### src/hw/rtl/ptrs_pkg.sv
// ----------------------------------------------------------------------------
// Periodic task release scheduler package
// Shared word types, status and request codes, and register map constants.
// ----------------------------------------------------------------------------
package ptrs_pkg;

   // Request codes.
   localparam logic REQ_ADD  = 1'b0;
   localparam logic REQ_TICK = 1'b1;

   // Result status codes.
   localparam logic [1:0] STATUS_RELEASED = 2'd0;
   localparam logic [1:0] STATUS_ADDED    = 2'd1;
   localparam logic [1:0] STATUS_FULL     = 2'd2;
   localparam logic [1:0] STATUS_IDLE     = 2'd3;

   // Register map: register index is paddr[2].
   localparam int           CSR_ADDR_W        = 3;
   localparam int           CSR_DATA_W        = 32;
   localparam logic         CSR_IDX_CAPACITY  = 1'b0;
   localparam logic         CSR_IDX_STATUS    = 1'b1;
   localparam logic [4:0]   CAPACITY_RESET    = 5'd16;

   typedef struct packed {
      logic        req_type;
      logic [31:0] first_offset;
      logic [31:0] run_period;
      logic        forced_timing;
   } req_word_type;

   typedef struct packed {
      logic [1:0] status;
      logic [3:0] task_index;
      logic       was_forced;
      logic       last;
   } rsp_word_type;

   // One table entry as read from the task table.
   typedef struct packed {
      logic [31:0] delay;
      logic [31:0] period;
      logic        forced;
   } entry_type;

   // Table write controls. entry_en writes period and forced flag.
   typedef struct packed {
      logic        delay_en;
      logic        entry_en;
      logic [31:0] delay;
      logic [31:0] period;
      logic        forced;
   } tbl_wr_type;

endpackage

### src/hw/rtl/periodic_task_release_scheduler_core.sv
// ----------------------------------------------------------------------------
// Periodic task release scheduler
// Task table with add and tick requests; releases due tasks, forced first.
// ----------------------------------------------------------------------------
// An add word writes its entry once the result side can take its result. A
// tick word walks the used entries twice through the single table port,
// reading and then updating each entry per pass, and the result side can
// stall it. The first pass decrements every delay and releases due forced
// tasks; the second releases due normal tasks. One word is processed at a
// time and req_stall stays high until its last result is registered.
// Register 0 (byte address 0) is task_capacity; byte address 4 reads the
// sticky table-full flag.
module periodic_task_release_scheduler_core
   import ptrs_pkg::*;
#(
   parameter int MAX_TASKS = 16
) (
   input  logic                  clock,
   input  logic                  reset,
   input  logic                  req_valid,
   output logic                  req_stall,
   input  req_word_type          req_data,
   output logic                  rsp_valid,
   input  logic                  rsp_stall,
   output rsp_word_type          rsp_data,
   input  logic                  csr_psel,
   input  logic                  csr_penable,
   input  logic                  csr_pwrite,
   input  logic [CSR_ADDR_W-1:0] csr_paddr,
   input  logic [CSR_DATA_W-1:0] csr_pwdata,
   output logic [CSR_DATA_W-1:0] csr_prdata,
   output logic                  csr_pready
);

   localparam int IDX_W = (MAX_TASKS > 1) ? $clog2(MAX_TASKS) : 1;
   localparam int CNT_W = $clog2(MAX_TASKS + 1);
   localparam int CMP_W = (CNT_W > 5) ? CNT_W : 5;

   typedef enum logic [2:0] {
      S_IDLE,
      S_ADD,
      S_READ,
      S_EXEC,
      S_DONE
   } state_type;

   state_type    state_ff, state_in;
   req_word_type req_hold_ff, req_hold_in;
   logic [CNT_W-1:0] used_ff, used_in;
   logic [CNT_W-1:0] idx_ff, idx_in;
   logic             pass_forced_ff, pass_forced_in;
   logic             full_ff, full_in;
   logic [4:0]       cap_ff;
   logic             pend_valid_ff, pend_valid_in;
   logic [IDX_W-1:0] pend_idx_ff, pend_idx_in;
   logic             pend_forced_ff, pend_forced_in;
   logic             rsp_valid_ff, rsp_valid_in;
   rsp_word_type     rsp_data_ff, rsp_data_in;

   logic             out_free;
   logic             add_ok;
   logic             last_entry;
   logic [CNT_W-1:0] idx_nxt;
   logic             rd_en;
   entry_type        rd_entry;
   logic [IDX_W-1:0] wr_addr;
   tbl_wr_type       wr;
   logic [31:0]      new_delay;
   logic             hit;
   logic             csr_index;
   logic             csr_write;

   ptrs_table #(
      .DEPTH (MAX_TASKS),
      .IDX_W (IDX_W)
   ) u_table (
      .clock    (clock),
      .rd_en    (rd_en),
      .rd_addr  (idx_ff[IDX_W-1:0]),
      .rd_entry (rd_entry),
      .wr_addr  (wr_addr),
      .wr       (wr)
   );

   // The tick decrement is folded into the forced pass.
   ptrs_alu u_alu (
      .entry       (rd_entry),
      .tick_dec    (pass_forced_ff),
      .want_forced (pass_forced_ff),
      .new_delay   (new_delay),
      .hit         (hit)
   );

   assign out_free   = !rsp_valid_ff || !rsp_stall;
   assign add_ok     = (CMP_W'(used_ff) < CMP_W'(cap_ff)) &&
                       (CMP_W'(used_ff) < CMP_W'(MAX_TASKS));
   assign idx_nxt    = idx_ff + CNT_W'(1);
   assign last_entry = (idx_nxt == used_ff);
   assign rd_en      = (state_ff == S_READ);
   assign req_stall  = (state_ff != S_IDLE);
   assign rsp_valid  = rsp_valid_ff;
   assign rsp_data   = rsp_data_ff;

   always_comb begin
      state_in       = state_ff;
      req_hold_in    = req_hold_ff;
      used_in        = used_ff;
      idx_in         = idx_ff;
      pass_forced_in = pass_forced_ff;
      full_in        = full_ff;
      pend_valid_in  = pend_valid_ff;
      pend_idx_in    = pend_idx_ff;
      pend_forced_in = pend_forced_ff;
      rsp_valid_in   = rsp_valid_ff && rsp_stall;
      rsp_data_in    = rsp_data_ff;
      wr_addr        = idx_ff[IDX_W-1:0];
      wr             = '0;

      unique case (state_ff)
         S_IDLE: begin
            if (req_valid) begin
               req_hold_in = req_data;
               if (req_data.req_type == REQ_ADD) begin
                  state_in = S_ADD;
               end else begin
                  pend_valid_in  = 1'b0;
                  pass_forced_in = 1'b1;
                  idx_in         = '0;
                  state_in       = (used_ff == '0) ? S_DONE : S_READ;
               end
            end
         end
         S_ADD: begin
            if (out_free) begin
               rsp_valid_in     = 1'b1;
               rsp_data_in.last = 1'b1;
               if (add_ok) begin
                  wr_addr     = used_ff[IDX_W-1:0];
                  wr.delay_en = 1'b1;
                  wr.entry_en = 1'b1;
                  wr.delay    = req_hold_ff.first_offset;
                  wr.period   = req_hold_ff.run_period;
                  wr.forced   = req_hold_ff.forced_timing;
                  used_in     = used_ff + CNT_W'(1);
                  rsp_data_in.status     = STATUS_ADDED;
                  rsp_data_in.task_index = 4'(used_ff[IDX_W-1:0]);
                  rsp_data_in.was_forced = req_hold_ff.forced_timing;
               end else begin
                  full_in = 1'b1;
                  rsp_data_in.status     = STATUS_FULL;
                  rsp_data_in.task_index = '0;
                  rsp_data_in.was_forced = 1'b0;
               end
               state_in = S_IDLE;
            end
         end
         S_READ: begin
            state_in = S_EXEC;
         end
         S_EXEC: begin
            // A release is held back one step so the final one can carry last.
            if (!(hit && pend_valid_ff && !out_free)) begin
               wr.delay_en = 1'b1;
               wr.delay    = new_delay;
               if (hit) begin
                  if (pend_valid_ff) begin
                     rsp_valid_in           = 1'b1;
                     rsp_data_in.status     = STATUS_RELEASED;
                     rsp_data_in.task_index = 4'(pend_idx_ff);
                     rsp_data_in.was_forced = pend_forced_ff;
                     rsp_data_in.last       = 1'b0;
                  end
                  pend_valid_in  = 1'b1;
                  pend_idx_in    = idx_ff[IDX_W-1:0];
                  pend_forced_in = pass_forced_ff;
               end
               if (last_entry) begin
                  if (pass_forced_ff) begin
                     pass_forced_in = 1'b0;
                     idx_in         = '0;
                     state_in       = S_READ;
                  end else begin
                     state_in = S_DONE;
                  end
               end else begin
                  idx_in   = idx_nxt;
                  state_in = S_READ;
               end
            end
         end
         S_DONE: begin
            if (out_free) begin
               rsp_valid_in     = 1'b1;
               rsp_data_in.last = 1'b1;
               if (pend_valid_ff) begin
                  rsp_data_in.status     = STATUS_RELEASED;
                  rsp_data_in.task_index = 4'(pend_idx_ff);
                  rsp_data_in.was_forced = pend_forced_ff;
               end else begin
                  rsp_data_in.status     = STATUS_IDLE;
                  rsp_data_in.task_index = '0;
                  rsp_data_in.was_forced = 1'b0;
               end
               pend_valid_in = 1'b0;
               state_in      = S_IDLE;
            end
         end
         default: begin
            state_in = S_IDLE;
         end
      endcase
   end

   always_ff @(posedge clock) begin
      if (reset) begin
         state_ff       <= S_IDLE;
         used_ff        <= '0;
         idx_ff         <= '0;
         pass_forced_ff <= 1'b0;
         full_ff        <= 1'b0;
         pend_valid_ff  <= 1'b0;
         rsp_valid_ff   <= 1'b0;
      end else begin
         state_ff       <= state_in;
         used_ff        <= used_in;
         idx_ff         <= idx_in;
         pass_forced_ff <= pass_forced_in;
         full_ff        <= full_in;
         pend_valid_ff  <= pend_valid_in;
         rsp_valid_ff   <= rsp_valid_in;
      end
      req_hold_ff    <= req_hold_in;
      pend_idx_ff    <= pend_idx_in;
      pend_forced_ff <= pend_forced_in;
      rsp_data_ff    <= rsp_data_in;
   end

   // Register port.
   assign csr_index  = csr_paddr[2];
   assign csr_pready = 1'b1;
   assign csr_write  = csr_psel && csr_penable && csr_pwrite &&
                       (csr_index == CSR_IDX_CAPACITY);

   always_ff @(posedge clock) begin
      if (reset) begin
         cap_ff <= CAPACITY_RESET;
      end else if (csr_write) begin
         cap_ff <= csr_pwdata[4:0];
      end
   end

   always_comb begin
      unique case (csr_index)
         CSR_IDX_CAPACITY: csr_prdata = CSR_DATA_W'(cap_ff);
         CSR_IDX_STATUS:   csr_prdata = CSR_DATA_W'(full_ff);
         default:          csr_prdata = '0;
      endcase
   end

endmodule

### src/hw/rtl/ptrs_table.sv
// ----------------------------------------------------------------------------
// Task table
// Delay, period and forced-flag storage with one write and one registered read.
// ----------------------------------------------------------------------------
module ptrs_table
   import ptrs_pkg::*;
#(
   parameter int DEPTH = 16,
   parameter int IDX_W = 4
) (
   input  logic             clock,
   input  logic             rd_en,
   input  logic [IDX_W-1:0] rd_addr,
   output entry_type        rd_entry,
   input  logic [IDX_W-1:0] wr_addr,
   input  tbl_wr_type       wr
);

   logic [31:0] delay_mem_ff  [DEPTH];
   logic [31:0] period_mem_ff [DEPTH];
   logic        forced_mem_ff [DEPTH];
   entry_type   rd_entry_ff;

   always_ff @(posedge clock) begin
      if (wr.delay_en) begin
         delay_mem_ff[wr_addr] <= wr.delay;
      end
      if (wr.entry_en) begin
         period_mem_ff[wr_addr] <= wr.period;
         forced_mem_ff[wr_addr] <= wr.forced;
      end
   end

   always_ff @(posedge clock) begin
      if (rd_en) begin
         rd_entry_ff.delay  <= delay_mem_ff[rd_addr];
         rd_entry_ff.period <= period_mem_ff[rd_addr];
         rd_entry_ff.forced <= forced_mem_ff[rd_addr];
      end
   end

   assign rd_entry = rd_entry_ff;

endmodule

### src/hw/rtl/ptrs_alu.sv
// ----------------------------------------------------------------------------
// Entry update unit
// Decrements a delay, detects a due task and computes its reload value.
// ----------------------------------------------------------------------------
module ptrs_alu
   import ptrs_pkg::*;
(
   input  entry_type   entry,
   input  logic        tick_dec,
   input  logic        want_forced,
   output logic [31:0] new_delay,
   output logic        hit
);

   logic [31:0] dec_delay;

   always_comb begin
      dec_delay = entry.delay;
      if (tick_dec && (entry.delay != 32'd0)) begin
         dec_delay = entry.delay - 32'd1;
      end
      hit = (entry.forced == want_forced) && (dec_delay == 32'd0);
      new_delay = dec_delay;
      if (hit) begin
         // A zero period behaves as a period of one.
         new_delay = (entry.period == 32'd0) ? 32'd0 : entry.period - 32'd1;
      end
   end

endmodule

### config.mk
export PLATFORM = sky130hd
export DESIGN_NAME = periodic_task_release_scheduler_core
export DESIGN_NICKNAME = d
export VERILOG_FILES = /design/src/hw/rtl/ptrs_pkg.sv /design/src/hw/rtl/periodic_task_release_scheduler_core.sv /design/src/hw/rtl/ptrs_table.sv /design/src/hw/rtl/ptrs_alu.sv
export SDC_FILE = /design/constraint.sdc
export NUM_CORES = 1
export LEC_CHECK = 0
export BUFFER_PORTS_ARGS = -buffer_cell sky130_fd_sc_hd__buf_2
export CAP_MARGIN = 20
export CORE_ASPECT_RATIO = 0.6
export CORE_MARGIN = 3
export CORE_UTILIZATION = 49
export DETAILED_ROUTE_END_ITERATION = 8
export PLACE_DENSITY = 0.71
export SLEW_MARGIN = 15
export SYNTH_ARGS = -nofsm -noshare
export SYNTH_HDL_FRONTEND = slang
export SYNTH_SLANG_ARGS = --single-unit
### constraint.sdc
create_clock -name clock -period 5.8 [get_ports clock]
set_input_delay 0.58 -clock clock [delete_from_list [all_inputs] [get_ports clock]]
set_output_delay 0.58 -clock clock [all_outputs]
set_load 0.05 [all_outputs]
==> flow_metrics.env <==
export IMPL_status="finished clean"
export IMPL_io_pins=151
export IMPL_startpoint="u_table.rd_entry[33]"
export IMPL_ant_nets=0
export IMPL_cpMaxStageDelayCell="edfxtp_1"
export IMPL_yosys_area_share_simple_pct=3.66
export IMPL_synth_top_family_by_area="multiplexers"
export IMPL_antenna_found_initial=4
export IMPL_synth_xor_area_share_pct=0.951
export IMPL_place_gp_congestion=0.938
export IMPL_synthAdderAreaFrac_pct=0.261
export IMPL_clock_latency_ns=0.72
export IMPL_synth_compound_area_share_pct=2.86
export IMPL_worstPathRequired_ns=6.14
export IMPL_rsz0062_at_grt="false"
export IMPL_first_global_vias=23606
export IMPL_startpoint_type="register"
export IMPL_power_leakage_nw=16.7
export IMPL_hold_class="in -> reg"
export IMPL_die_y_um=248
export IMPL_die_area_mm2=0.102
export IMPL_synthMuxAreaShare_pct=15.5
export IMPL_drive_gt1_share_pct=27.8
export IMPL_reg2regPathDepth=14
export IMPL_synth_seq_area_share_pct=75.1
export IMPL_clk_path_buf_depth=3
export IMPL_cts_tree="yes"
export IMPL_ys_seq_elements=1205
export IMPL_clkTransAtPathRegs_ns=0.07
export IMPL_clock_fmax_mhz=202
export IMPL_track_usage_pct=22.9
export IMPL_area_delta_synth_final_pct=12.8
export IMPL_syn_area_mm2=0.0479
export IMPL_cts_resized=0
export IMPL_slew_headroom_pct=19.0
export IMPL_setup_violations_final=0
export IMPL_power_mw=17.7
export IMPL_post_route_period_util_pct=85.5
export IMPL_yosysTopAreaCell="edfxtp_1"
export IMPL_path_class="reg -> reg"
export IMPL_crit_path_frequent_cell="buf_4"
export IMPL_min_period_ns=4.96
export IMPL_drv_slew=0
export IMPL_die_x_um=410
export IMPL_drtPass1Iterations=5
export IMPL_syn_avg_cell_area_um2=21.2
export IMPL_p_per_area_mw_per_mm2=329
export IMPL_cts_setup_buffers=0
export IMPL_synthCells=2254
export IMPL_synth_area_leaders="edfxtp_1 (74%), mux4_2 (15%), dfxtp_1 (0.92%)"
export IMPL_yosys_top_cells_count="edfxtp_1 (1,183), mux4_2 (325), clkbuf_1 (75)"
export IMPL_cts_buffers_inserted=103
export IMPL_drc_errors=0
export IMPL_cts_htree_levels=3
export IMPL_ctsHoldBuffers=33
export IMPL_hold_path_startpoint="req_data[10]"
export IMPL_r2r_setup_slack_ns=0.84
export IMPL_ir_drop_v=0.000269
export IMPL_tightestPinTransition_ns=1.22
export IMPL_fin_skew_ns=0.0375
export IMPL_start_util_pct=49.6
export IMPL_cp_arrival_ns=5.29
export IMPL_routed_via_density=6.23
export IMPL_nFillCells=7040
export IMPL_crit_chain="inv_1, ha_1, or4b_1, nor4_4, a211oi_1, xnor2_1, a21boi_0, and4_1, nand4_1, buf_4, o21ai_4, buf_12, a211oi_4, buf_4"
export IMPL_port_buffers=93
export IMPL_wirelength_um=115000
export IMPL_synth_main_ff_cell="edfxtp_1"
export IMPL_tns_ns=0
export IMPL_clock_sinks=1205
export IMPL_worstHoldEndpoint="req_hold_ff[10]"
export IMPL_r2r_start="u_table.rd_entry[33]"
export IMPL_finalHoldViolCount=0
export IMPL_drtIter0Drc=3437
export IMPL_grt_max_degree=156
export IMPL_setup_slack_ns=0.843
export IMPL_ys_types=86
export IMPL_rows=88
export IMPL_synth_edf_count=1183
export IMPL_cap_violations=0
export IMPL_synth_most_common_cell="edfxtp_1"
export IMPL_hpwl_um=65100
export IMPL_synth_top_cell_area_share_pct=74.2
export IMPL_grt_ovfl_total=0
export IMPL_cts_root_buffer="clkbuf_16"
export IMPL_core_mm2=0.0965
export IMPL_min_delay_path_depth=1
export IMPL_dp_slack_ns=1.00
export IMPL_routed_via_count=23786
export IMPL_wl_per_cell_um=30.2
export IMPL_grt_pass1_wl_um=167000
export IMPL_yosysWarningCount=0
export IMPL_critPathCaptureType="register"
export IMPL_nets=2549
export IMPL_crit_fanout=32
export IMPL_slowest_delay_ns=0.49
export IMPL_async_reset_ff_share_pct=0
export IMPL_timing_rr_end="u_table.delay_mem_ff[14][1]"
-- report_power, final --
group	switching, mW	internal [mW]	leakage, nW	total (mW)
Clock	3.12	3.83	1.64	6.95
Combinational	0.622	0.233	3.80	0.856
Sequential	0.0943	9.83	11.3	9.93
-- logic make-up (layout without fill, tap and decap cells) --
kind of cell / Yosys count / in the layout
mux: 336 / 336
compound gates: 181 / 181
fa+ha+maj: 10 / 10
flops: 1205 / 1205
buf+inv: 162 / 397
xor+xnor: 52 / 52
other cells: 2 / 29
simple gates: 306 / 306
-- routing by layer --
metal,global-route usage (%),wire [um],vias up
met5,0,0,-
met1,34.7,48800,12677
li1,-,-,9727
met4,5.73,2590,0
met3,5.00,11300,172
met2,34.1,52800,1210
-- stage by stage --
stage / utilization, % / hold slack [ns] / instances / cell area [um2]
after global placement: 52.1 / 0.483 / 3596 / 50300
after detailed placement: 52.1 / 0.511 / 3596 / 50300
after floorplan: - / 0.406 / 2280 / 48000
final: 56.0 / 0.0448 / 3821 / 54000
after global routing: 56.0 / 0.00982 / 3820 / 54000
after CTS: 56.0 / 0.000351 / 3818 / 54000
-- layout make-up --
type	instances	area [um2]	area share, %
Tap cell	1305	1630	3.02
Clock buffer	135	2730	5.05
Multi-Input combinational cell	913	11600	21.5
Inverter	19	71.3	0.132
Timing Repair Buffer	189	1320	2.45
Sequential cell	1205	36000	66.6
Antenna cell	1	2.50	0.00463
Clock inverter	54	656	1.21
-- critical path, delay by kind of cell, from the launching register on --
kind	cells	cell delay, ns
compound gates	4	1.04
xor+xnor	1	0.36
flops	1	0.49
simple gates	4	1.28
fa+ha+maj	1	0.21
buf+inv	4	1.11
-- worst max path at each step --
stage / end / cells after the start
4_1_cts: u_table.delay_mem_ff[8][31] / 11
6_report: u_table.delay_mem_ff[14][1] / 14
5_1_grt: u_table.delay_mem_ff[14][26] / 12
2_1_floorplan: u_table.delay_mem_ff[11][0] / 15
3_3_place_gp: u_table.delay_mem_ff[14][9] / 14
3_5_place_dp: u_table.delay_mem_ff[11][31] / 11
-- flip-flops by register name, summed over array words and instances, names as in the netlist --
register	cells
cap_ff	5
full_ff	1
idx_ff	5
pass_forced_ff	1
pend_forced_ff	1
pend_idx_ff	4
pend_valid_ff	1
req_hold_ff	65
rsp_data	8
rsp_valid	1
state_ff	3
u_table.delay_mem_ff	512
u_table.forced_mem_ff	16
u_table.period_mem_ff	512
u_table.rd_entry	65
used_ff	5
-- cell usage in the layout, fill, tap and decap left out, types with 16 or more instances in the layout --
cell	Yosys	routed
dfxtp_1	22	18
buf_2	9	93
nor2_1	65	48
dlygate4sd3_1	0	33
inv_1	18	18
clkbuf_1	75	29
a22o_1	30	30
mux4_2	325	325
nor2_4	0	17
and2_1	43	42
xor2_1	19	19
a211oi_4	0	16
edfxtp_1	1183	1183
xnor2_1	33	33
conb_1	2	28
o31ai_1	19	19
nor3_1	20	20
buf_4	33	58
clkbuf_16	0	103
o21ai_0	18	18
nand2_1	61	61
nand3_1	17	17
No activity file was read; power rests on OpenSTA's default activity.
